===== src/hw/rtl/reader_writer_lock_manager_assert.svh =====
// Assertion macros for the reader-writer lock manager.
`ifndef READER_WRITER_LOCK_MANAGER_ASSERT_SVH
`define READER_WRITER_LOCK_MANAGER_ASSERT_SVH

// Same-cycle implication, sampled on i_clk, off while i_rst_n is low.
`define RWLM_ASSERT(lbl, ante, cons) \
    lbl: assert property (@(posedge i_clk) disable iff (!i_rst_n) (ante) |-> (cons)) \
        else $error("rwlm: assertion failed");

// Next-cycle implication.
`define RWLM_ASSERT_NEXT(lbl, ante, cons) \
    lbl: assert property (@(posedge i_clk) disable iff (!i_rst_n) (ante) |=> (cons)) \
        else $error("rwlm: assertion failed");

`endif


===== src/hw/rtl/rwlm_pkg.sv =====
// Types and codes used by the lock manager.
package rwlm_pkg;

    typedef enum logic [2:0] {
        A_SHARED = 3'd0,
        A_EXCL   = 3'd1,
        A_TRY    = 3'd2,
        A_UNLOCK = 3'd3,
        A_QUERY  = 3'd4
    } t_action;

    typedef enum logic [3:0] {
        ST_GRANTED    = 4'd0,
        ST_QUEUED     = 4'd1,
        ST_REFUSED    = 4'd2,
        ST_RELEASED   = 4'd3,
        ST_WOKEN      = 4'd4,
        ST_FULL       = 4'd5,
        ST_UNLOCK_ERR = 4'd6,
        ST_OVERFLOW   = 4'd7,
        ST_REPORT     = 4'd8
    } t_status;

endpackage


===== src/hw/rtl/rwlm_ram.sv =====
// Generic single-write, single-read RAM with registered read data.
module rwlm_ram #(
    parameter int WIDTH = 9,
    parameter int DEPTH = 16
) (
    input  logic                     i_clk,
    input  logic                     i_we,
    input  logic [$clog2(DEPTH)-1:0] i_waddr,
    input  logic [WIDTH-1:0]         i_wdata,
    input  logic [$clog2(DEPTH)-1:0] i_raddr,
    output logic [WIDTH-1:0]         o_rdata
);

    logic [WIDTH-1:0] r_mem [DEPTH];
    logic [WIDTH-1:0] r_rdata;

    always_ff @(posedge i_clk) begin
        if (i_we) begin
            r_mem[i_waddr] <= i_wdata;
        end
        r_rdata <= r_mem[i_raddr];
    end

    assign o_rdata = r_rdata;

endmodule


===== src/hw/rtl/reader_writer_lock_manager.sv =====
// Reader-writer lock manager: hold count, exclusive owner and FIFO of waiters.
//
//  channel  direction  handshake                  words
//  request  in         i_in_valid / o_in_ready    i_action, i_thread_id
//  result   out        o_out_valid / i_out_ready  o_status .. o_last
//
// A request is taken in S_IDLE and run in S_EXEC, which waits while the result is stalled.
// An unlock that wakes waiters goes through S_REL, then S_NEXT and S_WAKE for each one; each
// wake waits on one read of the wait-queue RAM port to look ahead at the next waiter.
// Reset is synchronous and clears count, owner and queue pointers; queue RAM is not cleared.
// A stalled result holds the sequencer; o_in_ready is high only when it is idle.
module reader_writer_lock_manager
    import rwlm_pkg::*;
#(
    parameter int QUEUE_DEPTH = 16,
    parameter int ID_BITS     = 8,
    parameter int COUNT_BITS  = 8
) (
    input  logic                             i_clk,
    input  logic                             i_rst_n,
    input  logic                             i_in_valid,
    output logic                             o_in_ready,
    input  logic [2:0]                       i_action,
    input  logic [ID_BITS-1:0]               i_thread_id,
    output logic                             o_out_valid,
    input  logic                             i_out_ready,
    output logic [3:0]                       o_status,
    output logic [ID_BITS-1:0]               o_subject_id,
    output logic                             o_grant_exclusive,
    output logic                             o_exclusive_locked,
    output logic                             o_caller_holds_exclusive,
    output logic [COUNT_BITS-1:0]            o_holders,
    output logic [$clog2(QUEUE_DEPTH+1)-1:0] o_waiting,
    output logic                             o_last
);

    localparam int PTR_BITS  = $clog2(QUEUE_DEPTH);
    localparam int WAIT_BITS = $clog2(QUEUE_DEPTH + 1);
    localparam int ENT_BITS  = ID_BITS + 1;
    localparam logic [COUNT_BITS-1:0] COUNT_MAX = '1;
    localparam logic [PTR_BITS-1:0]   PTR_LAST  = PTR_BITS'(QUEUE_DEPTH - 1);
    localparam logic [WAIT_BITS-1:0]  WAIT_FULL = WAIT_BITS'(QUEUE_DEPTH);

    typedef enum logic [2:0] {
        S_IDLE,
        S_EXEC,
        S_REL,
        S_NEXT,
        S_WAKE
    } t_state;

    t_state                r_state, n_state;
    logic [2:0]            r_action;
    logic [ID_BITS-1:0]    r_tid;
    logic [COUNT_BITS-1:0] r_hold, n_hold;
    logic                  r_owner_valid, n_owner_valid;
    logic [ID_BITS-1:0]    r_owner_id, n_owner_id;
    logic [PTR_BITS-1:0]   r_head, n_head;
    logic [PTR_BITS-1:0]   r_tail, n_tail;
    logic [WAIT_BITS-1:0]  r_count, n_count;
    logic [ENT_BITS-1:0]   r_cur, n_cur;
    logic                  r_fin_ex, n_fin_ex;
    logic                  r_fin_chx, n_fin_chx;

    logic                  r_ovalid, n_ovalid;
    t_status               r_status, n_status;
    logic [ID_BITS-1:0]    r_subj, n_subj;
    logic                  r_gx, n_gx;
    logic                  r_exl, n_exl;
    logic                  r_chx, n_chx;
    logic [COUNT_BITS-1:0] r_oholders, n_oholders;
    logic [WAIT_BITS-1:0]  r_owaiting, n_owaiting;
    logic                  r_last, n_last;

    logic                  ram_we;
    logic [ENT_BITS-1:0]   ram_wdata;
    logic [PTR_BITS-1:0]   ram_raddr;
    logic [ENT_BITS-1:0]   ram_rdata;

    logic                  out_free;
    logic                  owns;
    logic                  emit;
    logic                  ent_ex;
    logic [ID_BITS-1:0]    ent_id;
    logic                  wake_more;
    logic [COUNT_BITS-1:0] hold_inc;
    logic [COUNT_BITS-1:0] hold_dec;
    logic [WAIT_BITS-1:0]  count_dec;

    function automatic logic [PTR_BITS-1:0] next_index(input logic [PTR_BITS-1:0] idx);
        return (idx == PTR_LAST) ? '0 : idx + 1'b1;
    endfunction

    rwlm_ram #(
        .WIDTH (ENT_BITS),
        .DEPTH (QUEUE_DEPTH)
    ) u_queue (
        .i_clk   (i_clk),
        .i_we    (ram_we),
        .i_waddr (r_tail),
        .i_wdata (ram_wdata),
        .i_raddr (ram_raddr),
        .o_rdata (ram_rdata)
    );

    assign out_free  = !r_ovalid || i_out_ready;
    assign owns      = r_owner_valid && (r_owner_id == r_tid);
    assign hold_inc  = r_hold + 1'b1;
    assign hold_dec  = r_hold - 1'b1;
    assign count_dec = r_count - 1'b1;
    assign ent_ex    = ram_rdata[ID_BITS];
    assign ent_id    = ram_rdata[ID_BITS-1:0];
    assign wake_more = !r_cur[ID_BITS] && (count_dec != '0) && !ent_ex
                       && (hold_inc != COUNT_MAX);

    always_comb begin
        n_state       = r_state;
        n_hold        = r_hold;
        n_owner_valid = r_owner_valid;
        n_owner_id    = r_owner_id;
        n_head        = r_head;
        n_tail        = r_tail;
        n_count       = r_count;
        n_cur         = r_cur;
        n_fin_ex      = r_fin_ex;
        n_fin_chx     = r_fin_chx;
        n_ovalid      = r_ovalid && !i_out_ready;
        n_status      = r_status;
        n_subj        = r_subj;
        n_gx          = r_gx;
        n_exl         = r_exl;
        n_chx         = r_chx;
        n_oholders    = r_oholders;
        n_owaiting    = r_owaiting;
        n_last        = r_last;
        ram_we        = 1'b0;
        ram_wdata     = {1'b0, r_tid};
        ram_raddr     = r_head;
        emit          = 1'b0;

        unique case (r_state)
            S_IDLE: begin
                if (i_in_valid) begin
                    n_state = S_EXEC;
                end
            end
            S_EXEC: begin
                if (r_action == A_UNLOCK && r_hold == COUNT_BITS'(1) && r_count != '0) begin
                    n_state = S_REL;
                end else if (out_free) begin
                    emit     = 1'b1;
                    n_gx     = 1'b0;
                    n_status = ST_REPORT;
                    case (r_action) inside
                        A_SHARED: begin
                            if (r_hold != '0 && r_owner_valid && r_owner_id != r_tid) begin
                                if (r_count == WAIT_FULL) begin
                                    n_status = ST_FULL;
                                end else begin
                                    ram_we   = 1'b1;
                                    n_tail   = next_index(r_tail);
                                    n_count  = r_count + 1'b1;
                                    n_status = ST_QUEUED;
                                end
                            end else if (r_hold == COUNT_MAX) begin
                                n_status = ST_OVERFLOW;
                            end else begin
                                n_hold   = hold_inc;
                                n_status = ST_GRANTED;
                            end
                        end
                        A_EXCL, A_TRY: begin
                            if (r_hold != '0 && !owns) begin
                                if (r_action == A_TRY) begin
                                    n_status = ST_REFUSED;
                                end else if (r_count == WAIT_FULL) begin
                                    n_status = ST_FULL;
                                end else begin
                                    ram_we    = 1'b1;
                                    ram_wdata = {1'b1, r_tid};
                                    n_tail    = next_index(r_tail);
                                    n_count   = r_count + 1'b1;
                                    n_status  = ST_QUEUED;
                                end
                            end else if (r_hold == COUNT_MAX) begin
                                n_status = ST_OVERFLOW;
                            end else begin
                                n_hold        = hold_inc;
                                n_owner_valid = 1'b1;
                                n_owner_id    = r_tid;
                                n_gx          = 1'b1;
                                n_status      = ST_GRANTED;
                            end
                        end
                        A_UNLOCK: begin
                            if (r_hold == '0) begin
                                n_status = ST_UNLOCK_ERR;
                            end else begin
                                n_hold = hold_dec;
                                if (hold_dec == '0) begin
                                    n_owner_valid = 1'b0;
                                end
                                n_status = ST_RELEASED;
                            end
                        end
                        default: begin
                            n_status = ST_REPORT;
                        end
                    endcase
                    n_subj     = r_tid;
                    n_oholders = n_hold;
                    n_owaiting = n_count;
                    n_exl      = n_owner_valid;
                    n_chx      = n_owner_valid && (n_owner_id == r_tid);
                    n_last     = 1'b1;
                    n_state    = S_IDLE;
                end
            end
            S_REL: begin
                if (out_free) begin
                    emit       = 1'b1;
                    n_hold     = '0;
                    n_cur      = ram_rdata;
                    n_fin_ex   = ent_ex;
                    n_fin_chx  = ent_ex && (ent_id == r_tid);
                    n_status   = ST_RELEASED;
                    n_subj     = r_tid;
                    n_gx       = 1'b0;
                    n_oholders = '0;
                    n_owaiting = r_count;
                    n_exl      = ent_ex;
                    n_chx      = ent_ex && (ent_id == r_tid);
                    n_last     = 1'b0;
                    n_state    = S_NEXT;
                end
            end
            S_NEXT: begin
                ram_raddr = next_index(r_head);
                n_state   = S_WAKE;
            end
            S_WAKE: begin
                ram_raddr = next_index(r_head);
                if (out_free) begin
                    emit          = 1'b1;
                    n_head        = next_index(r_head);
                    n_count       = count_dec;
                    n_hold        = hold_inc;
                    n_owner_valid = r_cur[ID_BITS];
                    n_owner_id    = r_cur[ID_BITS] ? r_cur[ID_BITS-1:0] : '0;
                    n_status      = ST_WOKEN;
                    n_subj        = r_cur[ID_BITS-1:0];
                    n_gx          = r_cur[ID_BITS];
                    n_oholders    = hold_inc;
                    n_owaiting    = count_dec;
                    n_exl         = r_fin_ex;
                    n_chx         = r_fin_chx;
                    n_last        = !wake_more;
                    if (wake_more) begin
                        n_cur   = ram_rdata;
                        n_state = S_NEXT;
                    end else begin
                        n_state = S_IDLE;
                    end
                end
            end
            default: begin
                n_state = S_IDLE;
            end
        endcase

        if (emit) begin
            n_ovalid = 1'b1;
        end
    end

    always_ff @(posedge i_clk) begin
        if (!i_rst_n) begin
            r_state       <= S_IDLE;
            r_hold        <= '0;
            r_owner_valid <= 1'b0;
            r_owner_id    <= '0;
            r_head        <= '0;
            r_tail        <= '0;
            r_count       <= '0;
            r_ovalid      <= 1'b0;
        end else begin
            r_state       <= n_state;
            r_hold        <= n_hold;
            r_owner_valid <= n_owner_valid;
            r_owner_id    <= n_owner_id;
            r_head        <= n_head;
            r_tail        <= n_tail;
            r_count       <= n_count;
            r_ovalid      <= n_ovalid;
        end
        if (r_state == S_IDLE && i_in_valid) begin
            r_action <= i_action;
            r_tid    <= i_thread_id;
        end
        r_cur      <= n_cur;
        r_fin_ex   <= n_fin_ex;
        r_fin_chx  <= n_fin_chx;
        r_status   <= n_status;
        r_subj     <= n_subj;
        r_gx       <= n_gx;
        r_exl      <= n_exl;
        r_chx      <= n_chx;
        r_oholders <= n_oholders;
        r_owaiting <= n_owaiting;
        r_last     <= n_last;
    end

    assign o_in_ready               = (r_state == S_IDLE);
    assign o_out_valid              = r_ovalid;
    assign o_status                 = r_status;
    assign o_subject_id             = r_subj;
    assign o_grant_exclusive        = r_gx;
    assign o_exclusive_locked       = r_exl;
    assign o_caller_holds_exclusive = r_chx;
    assign o_holders                = r_oholders;
    assign o_waiting                = r_owaiting;
    assign o_last                   = r_last;

`include "reader_writer_lock_manager_assert.svh"

    `RWLM_ASSERT(a_count_bound, 1'b1, r_count <= WAIT_FULL)
    `RWLM_ASSERT(a_empty_ptrs, r_count == '0, r_head == r_tail)
    `RWLM_ASSERT(a_run_busy, o_out_valid && i_out_ready && !o_last, !o_in_ready)
    `RWLM_ASSERT(a_excl_wake_last, o_out_valid && o_status == ST_WOKEN && o_grant_exclusive, o_last)
    `RWLM_ASSERT_NEXT(a_take_exec, o_in_ready && i_in_valid, r_state == S_EXEC)

endmodule

===== config.mk =====
export PLATFORM = sky130hd
export DESIGN_NAME = reader_writer_lock_manager
export DESIGN_NICKNAME = d
export VERILOG_FILES = /design/src/hw/rtl/rwlm_pkg.sv /design/src/hw/rtl/rwlm_ram.sv /design/src/hw/rtl/reader_writer_lock_manager.sv
export VERILOG_INCLUDE_DIRS = /design/src /design/src/hw/rtl
export SDC_FILE = /design/constraint.sdc
export NUM_CORES = 1
export LEC_CHECK = 0
export BUFFER_PORTS_ARGS = -buffer_cell sky130_fd_sc_hd__buf_2
export CAP_MARGIN = 30
export CORE_ASPECT_RATIO = 1.1
export CORE_MARGIN = 4
export CORE_UTILIZATION = 50
export CTS_BUF_LIST = sky130_fd_sc_hd__clkbuf_16
export DETAILED_ROUTE_END_ITERATION = 7
export PLACE_DENSITY = 0.67
export SETUP_SLACK_MARGIN = 0.05
export SKIP_CTS_REPAIR_TIMING = 1
export SYNTH_ARGS = -nofsm -noshare
export SYNTH_HDL_FRONTEND = slang
export SYNTH_SLANG_ARGS = --single-unit
export TNS_END_PERCENT = 10

===== constraint.sdc =====
create_clock -name i_clk -period 3.6 [get_ports i_clk]
set_input_delay 0.72 -clock i_clk [delete_from_list [all_inputs] [get_ports i_clk]]
set_output_delay 0.72 -clock i_clk [all_outputs]
set_load 0.01 [all_outputs]

==> results_dict.tcl, run 1 <==
set metrics [dict create \
    highest_layer "met4" \
    vias 7259 \
    placed_area_mm2 0.0116 \
    grt_pass1_vias 7110 \
    crit_start "r_hold[0]" \
    io_buffers 45 \
    rsz0062_at_grt "false" \
    num_io_pins 46 \
    p_seq_share_pct 50.1 \
    drv_slew 0 \
    ff2ff_setup_slack_ns 0.40 \
    irDropWorstVdd_uv 406 \
    maxCapViolCount 0 \
    synthFlopType "edfxtp_1" \
    timing.rr.start "r_hold[0]" \
    antenna_found_initial 0 \
    critPathArrivalTime_ns 3.43 \
    overflow 0 \
    root_buffer "clkbuf_16" \
    area_growth_pct 14.6 \
    clkPwrFrac_pct 41.1 \
    synth_warnings 0 \
    cp.required_ns 3.83 \
    grt_pass1_wl_um 41000 \
    p_sw_w 0.00145 \
    power.internal_w 0.00472 \
    ys_types 73 \
    drt-met1-wl_um 11700 \
    post_drt_wl_per_cell_um 21.9 \
    r2r_end "u_queue.r_mem[15][4]" \
    reg2reg_depth 9 \
    cts_buffers 25 \
    cts.path.max_buffers 3 \
    die_w_um 148 \
    crit_fanout 10 \
    start_util_pct 50.8 \
    synth_top_cell_by_area "edfxtp_1" \
    gp_congestion 0.955 \
    synth_seq_cells 238 \
    final.period_utilization_pct 88.9 \
    hold_violations 0 \
    wl_met3_um 1740 \
    cp-end-kind "register" \
    die_area_mm2 0.0241 \
    p_total_w 0.00617 \
    die_h_um 163 \
    final_cells 1211 \
    whs_ns 0.354 \
    dp_hpwl_um 17500 \
    synth_edf_count 195 \
    nets 931 \
    num_rows 56 \
    synth_top_area_share_pct 54.0 \
    leakagePower_nw 4.44 \
    setup_viol 0 \
    clk_latency_ns 0.54 \
    ant_nets 0 \
    cts_tree "yes" \
    relSlewSlack_pct 38.7 \
    critPathCapture "u_queue.r_mem[15][4]" \
    critPathLaunchType "register" \
    dr.pass1.iters 5 \
    post-route-drc-count 0 \
    vias_per_cell 5.99 \
    antenna_cells 0 \
    cts.sinks 238 \
    coreArea_mm2 0.0214 \
    fin_crit_ns 3.20 \
    synthArstFlopShare_pct 0 \
    grt_max_degree 37 \
    wirelength_um 26500 \
    clk_pin_slew_ns 0.06 \
    power.density_mw_per_mm2 496 \
    hold_class "input port to register" \
    layout-drive-gt1-share_pct 20.2 \
    fin_area_mm2 0.0124 \
    switching_share_pct 23.5 \
    yosysSeqAreaShare_pct 61.9 \
    met2_length_um 12500 \
    status "finished clean" \
    synth_nets 858 \
    clock_skew_ns 0.0172 \
    dp.cells 1165 \
    ctsHtreeMaxLevel 1 \
    synth.most_common_cell "edfxtp_1" \
    power_frac_comb_pct 8.8 \
    fmax_mhz 313 \
    syn_area_per_cell_um2 13.1 \
    yosys-top-cells-area "edfxtp_1 (54%), dfxtp_1 (7.9%), mux4_2 (6.2%), nand2_1 (3.2%), nor2_1 (2.3%)" \
    grt.total_usage_pct 22.0 \
    synth_commonest_cells "edfxtp_1 (195), nand2_1 (92), nor2_1 (67)" \
    tightest_slew_ns 0.919 \
    worstSetupPathType "register to register" \
    drt_iter0_drc 749 \
    synth_area_mm2 0.0109 \
    tns_ns 0 \
    synthCells 829 \
]
## kinds of logic (layout without fill, tap and decap cells)
| kind of cell | Yosys count | after routing | synth area share (%) |
|---|---|---|---|
| XOR/XNOR | 34 | 34 | 2.74 |
| buffers and inverters | 61 | 153 | 2.56 |
| AND/OR/NAND/NOR | 265 | 265 | 11.8 |
| flip-flops | 238 | 238 | 61.9 |
| AO/OA/AOI/OAI | 173 | 173 | 10.8 |
| multiplexers | 44 | 44 | 8.53 |
| adder cells (fa/ha/maj) | 14 | 14 | 1.61 |
## placed cells by master (no fill, tap or decap), drive strengths merged, types with 4 or more instances in the layout
cell | netlist | layout
edfxtp | 195 | 195
nand2 | 93 | 93
buf | 19 | 92
nor2 | 67 | 67
dfxtp | 43 | 43
a21oi | 40 | 40
mux4 | 36 | 36
o21ai | 33 | 33
xnor2 | 25 | 25
clkbuf | 27 | 25
inv | 15 | 24
a22oi | 22 | 22
nor3 | 21 | 21
nand3 | 18 | 18
ha | 14 | 14
a31oi | 11 | 11
xor2 | 9 | 9
nand4 | 8 | 8
mux2i | 8 | 8
clkinv | 0 | 8
or3 | 7 | 7
o211ai | 7 | 7
nand2b | 7 | 7
o221a | 7 | 7
and2 | 6 | 6
o21a | 6 | 6
o22ai | 6 | 6
and3 | 5 | 5
o31ai | 5 | 5
nor2b | 5 | 5
or4 | 4 | 4
a21o | 4 | 4
or3b | 4 | 4
or2 | 4 | 4
## power groups by stage
stage	clock network, W	registers [W]	logic, W
global route	0.00271	0.00310	0.000589
CTS	0.00258	0.00309	0.000534
floorplan	0	0.00316	0.000333
detailed placement	0	0.00315	0.000531
global placement	0	0.00315	0.000522
finish	0.00254	0.00309	0.000540
## through the flow
stage               utilization [%]  worst slack, ns
floorplan                         -            0.441
global placement               54.4            0.565
detailed placement             54.4            0.492
CTS                            58.2            0.482
global route                   58.2            0.231
finish                         58.2            0.400
## layout make-up
type / count / area [µm²]
flip-flops and latches: 238 / 6720
inverters: 15 / 56.3
multi-input cells: 530 / 3880
clock inverters: 21 / 188
repair buffers: 92 / 603
fillers: 1736 / 8930
clock buffers: 25 / 626
well taps: 290 / 363
## worst min-delay path by stage
stage | start | to | depth (start not counted)
after floorplan | u_queue.o_rdata[0] | r_cur[0] | 0
after global placement | u_queue.o_rdata[0] | r_cur[0] | 0
after detailed placement | u_queue.o_rdata[0] | r_cur[0] | 0
after CTS | i_thread_id[3] | r_tid[3] | 1
after global routing | i_thread_id[7] | r_tid[7] | 1
final | i_thread_id[3] | r_tid[3] | 1
## critical path: stages (launching register included)
cell and delay (ns):
dfxtp_1 0.52, inv_1 0.17, ha_1 0.29, nor4b_2 0.21, nand2_1 0.13, o211ai_1 0.17, nor3_2 0.63, nand2_1 0.32
nor2_1 0.21, buf_4 0.23
## flip-flops by register name, summed over array words and instances (netlist names), 4 cells and up
signal	flops
r_count	5
r_tid	8
o_status	4
o_waiting	5
o_subject_id	8
u_queue.r_mem	144
u_queue.o_rdata	9
r_head	4
r_cur	9
r_tail	4
r_hold	8
o_holders	8
r_owner_id	8
## layer usage
metal  vias to the layer above  global-route usage (%)
li1                       3325                       -
met1                      3606                    31.3
met2                       284                    35.2
met3                        44                    3.53
met4                         0                    6.51
met5                         -                       0
No activity file was read; power rests on OpenSTA's default activity.
==> inputs of run 2 (changes only) <==
==> constraint.sdc (replaced) <==
create_clock -name i_clk -period 3.6 [get_ports i_clk]
set_input_delay 0.18 -clock i_clk [delete_from_list [all_inputs] [get_ports i_clk]]
set_output_delay 0.18 -clock i_clk [all_outputs]
set_load 0.01 [all_outputs]
==> results_dict.tcl, run 2 (synthesis results as in run 1) <==
set metrics [dict create \
    cp_slowest_stage_delay_ns 0.55 \
    largest_reg_flops 144 \
    cts.sinks 238 \
    irDropWorstVdd_uv 371 \
    final.period_utilization_pct 88.0 \
    antenna_found_initial 0 \
    layout-drive-gt1-share_pct 20.2 \
    clk_latency_ns 0.54 \
    p_sw_w 0.00148 \
    power.density_mw_per_mm2 501 \
    root_buffer "clkbuf_16" \
    ant_nets 0 \
    tns_ns 0 \
    hold_violations 0 \
    grt_pass1_vias 7010 \
    area_growth_pct 15.8 \
    tightest_slew_ns 1.08 \
    dp_hpwl_um 17300 \
    crit_chain "inv_1, ha_1, or4b_1, nand4b_1, nand2_1, nor3_2, nand2_1, nor3_1, buf_4" \
    crit_start "r_count[1]" \
    p_seq_share_pct 49.3 \
    num_io_pins 46 \
    grt_max_degree 37 \
    hold_class "input port to register" \
    cp-end-kind "register" \
    cp.required_ns 3.85 \
    crit_fanout 10 \
    vias 7291 \
    drv_slew 0 \
    wirelength_um 26200 \
    critPathArrivalTime_ns 3.42 \
    cts.path.max_buffers 3 \
    post-route-drc-count 0 \
    clkPwrFrac_pct 42.2 \
    io_buffers 45 \
    fin_area_mm2 0.0126 \
    power_frac_comb_pct 8.5 \
    die_w_um 148 \
    final_common_cell "edfxtp_1" \
    cts_tree "yes" \
    die_h_um 163 \
    grt.total_usage_pct 21.5 \
    overflow 0 \
    post_drt_wl_per_cell_um 21.5 \
    cts_buffers 25 \
    setup_viol 0 \
    clk_pin_slew_ns 0.06 \
    crit_path_frequent_cell "nand2_1" \
    nFillCells 1705 \
    final_cell_mix "edfxtp_1 (195), nand2_1 (92), nor2_1 (67)" \
    antenna_cells 0 \
    fin_crit_ns 3.17 \
    nets 939 \
    path_buf_inv 2 \
    vias_per_cell 5.98 \
    worstSetupPathType "register to register" \
    rsz0062_at_grt "false" \
    status "finished clean" \
    power.internal_w 0.00481 \
    crit_family "simple AND/OR/NAND/NOR gates" \
    drt_iter0_drc 590 \
    critPathLaunchType "register" \
    die_area_mm2 0.0241 \
    leakagePower_nw 4.48 \
    grt_pass1_wl_um 40000 \
    worstHoldStart "i_out_ready" \
    start_util_pct 50.8 \
    clock_skew_ns 0.0116 \
    timing.rr.start "r_count[1]" \
    placed_area_mm2 0.0116 \
    gp_congestion 0.920 \
    coreArea_mm2 0.0214 \
    ctsHtreeMaxLevel 1 \
    maxCapViolCount 0 \
    largest_register "u_queue.r_mem" \
    switching_share_pct 23.5 \
    dr.pass1.iters 5 \
    relSlewSlack_pct 27.5 \
    slowest_stage "nor3_2" \
    num_rows 56 \
    fmax_mhz 316 \
]
[run 2: final cells by class]
cell class | count | area (µm²) | share of cell area (%)
multi-input combinational | 530 | 3880 | 30.9
inverter | 15 | 56.3 | 0.448
sequential | 238 | 6720 | 53.5
clock buffer | 25 | 626 | 4.98
tap | 290 | 363 | 2.89
timing repair buffer | 100 | 691 | 5.50
clock inverter | 21 | 229 | 1.82
[run 2: stage by stage]
| stage | worst slack (ns) | utilization [%] | power (W) | hold slack [ns] | instances |
|---|---|---|---|---|---|
| 3_3_place_gp | 0.534 | 54.3 | 0.00368 | 0.357 | 1162 |
| 2_1_floorplan | 0.441 | - | 0.00349 | 0.279 | 829 |
| 3_5_place_dp | 0.487 | 54.3 | 0.00368 | 0.358 | 1162 |
| 5_1_grt | 0.176 | 58.8 | 0.00651 | 0.0200 | 1219 |
| 4_1_cts | 0.459 | 58.3 | 0.00631 | -0.202 | 1208 |
| 6_report | 0.432 | 58.8 | 0.00629 | 0.000878 | 1219 |
[run 2: routing by layer]
layer	share of wire, %	vias up	track usage [%]
met1	43	3580	30.7
li1	-	3357	-
met2	47	303	34.2
met4	3.0	0	6.80
met3	7.3	51	3.53
met5	0	-	0
[run 2: power groups by stage]
| stage | logic (W) | registers [W] | clock network, W |
|---|---|---|---|
| finish | 0.000536 | 0.00310 | 0.00265 |
| global placement | 0.000517 | 0.00316 | 0 |
| CTS | 0.000520 | 0.00310 | 0.00269 |
| floorplan | 0.000333 | 0.00316 | 0 |
| detailed placement | 0.000517 | 0.00316 | 0 |
| global route | 0.000585 | 0.00311 | 0.00282 |
[run 2: worst min-delay path, cell delays in order]
cell	delay [ns]
buf_2	0.08
nand2b_1	0.14
a21oi_1	0.08
[run 2: worst paths after layout]
path / to / slack [ns] / cells after the start
max: u_queue.r_mem[2][5] / 0.43 / 9
min: o_out_valid / 0.0009 / 3
max reg2reg: u_queue.r_mem[2][5] / 0.43 / 9
min reg2reg: r_cur[4] / 0.46 / 0
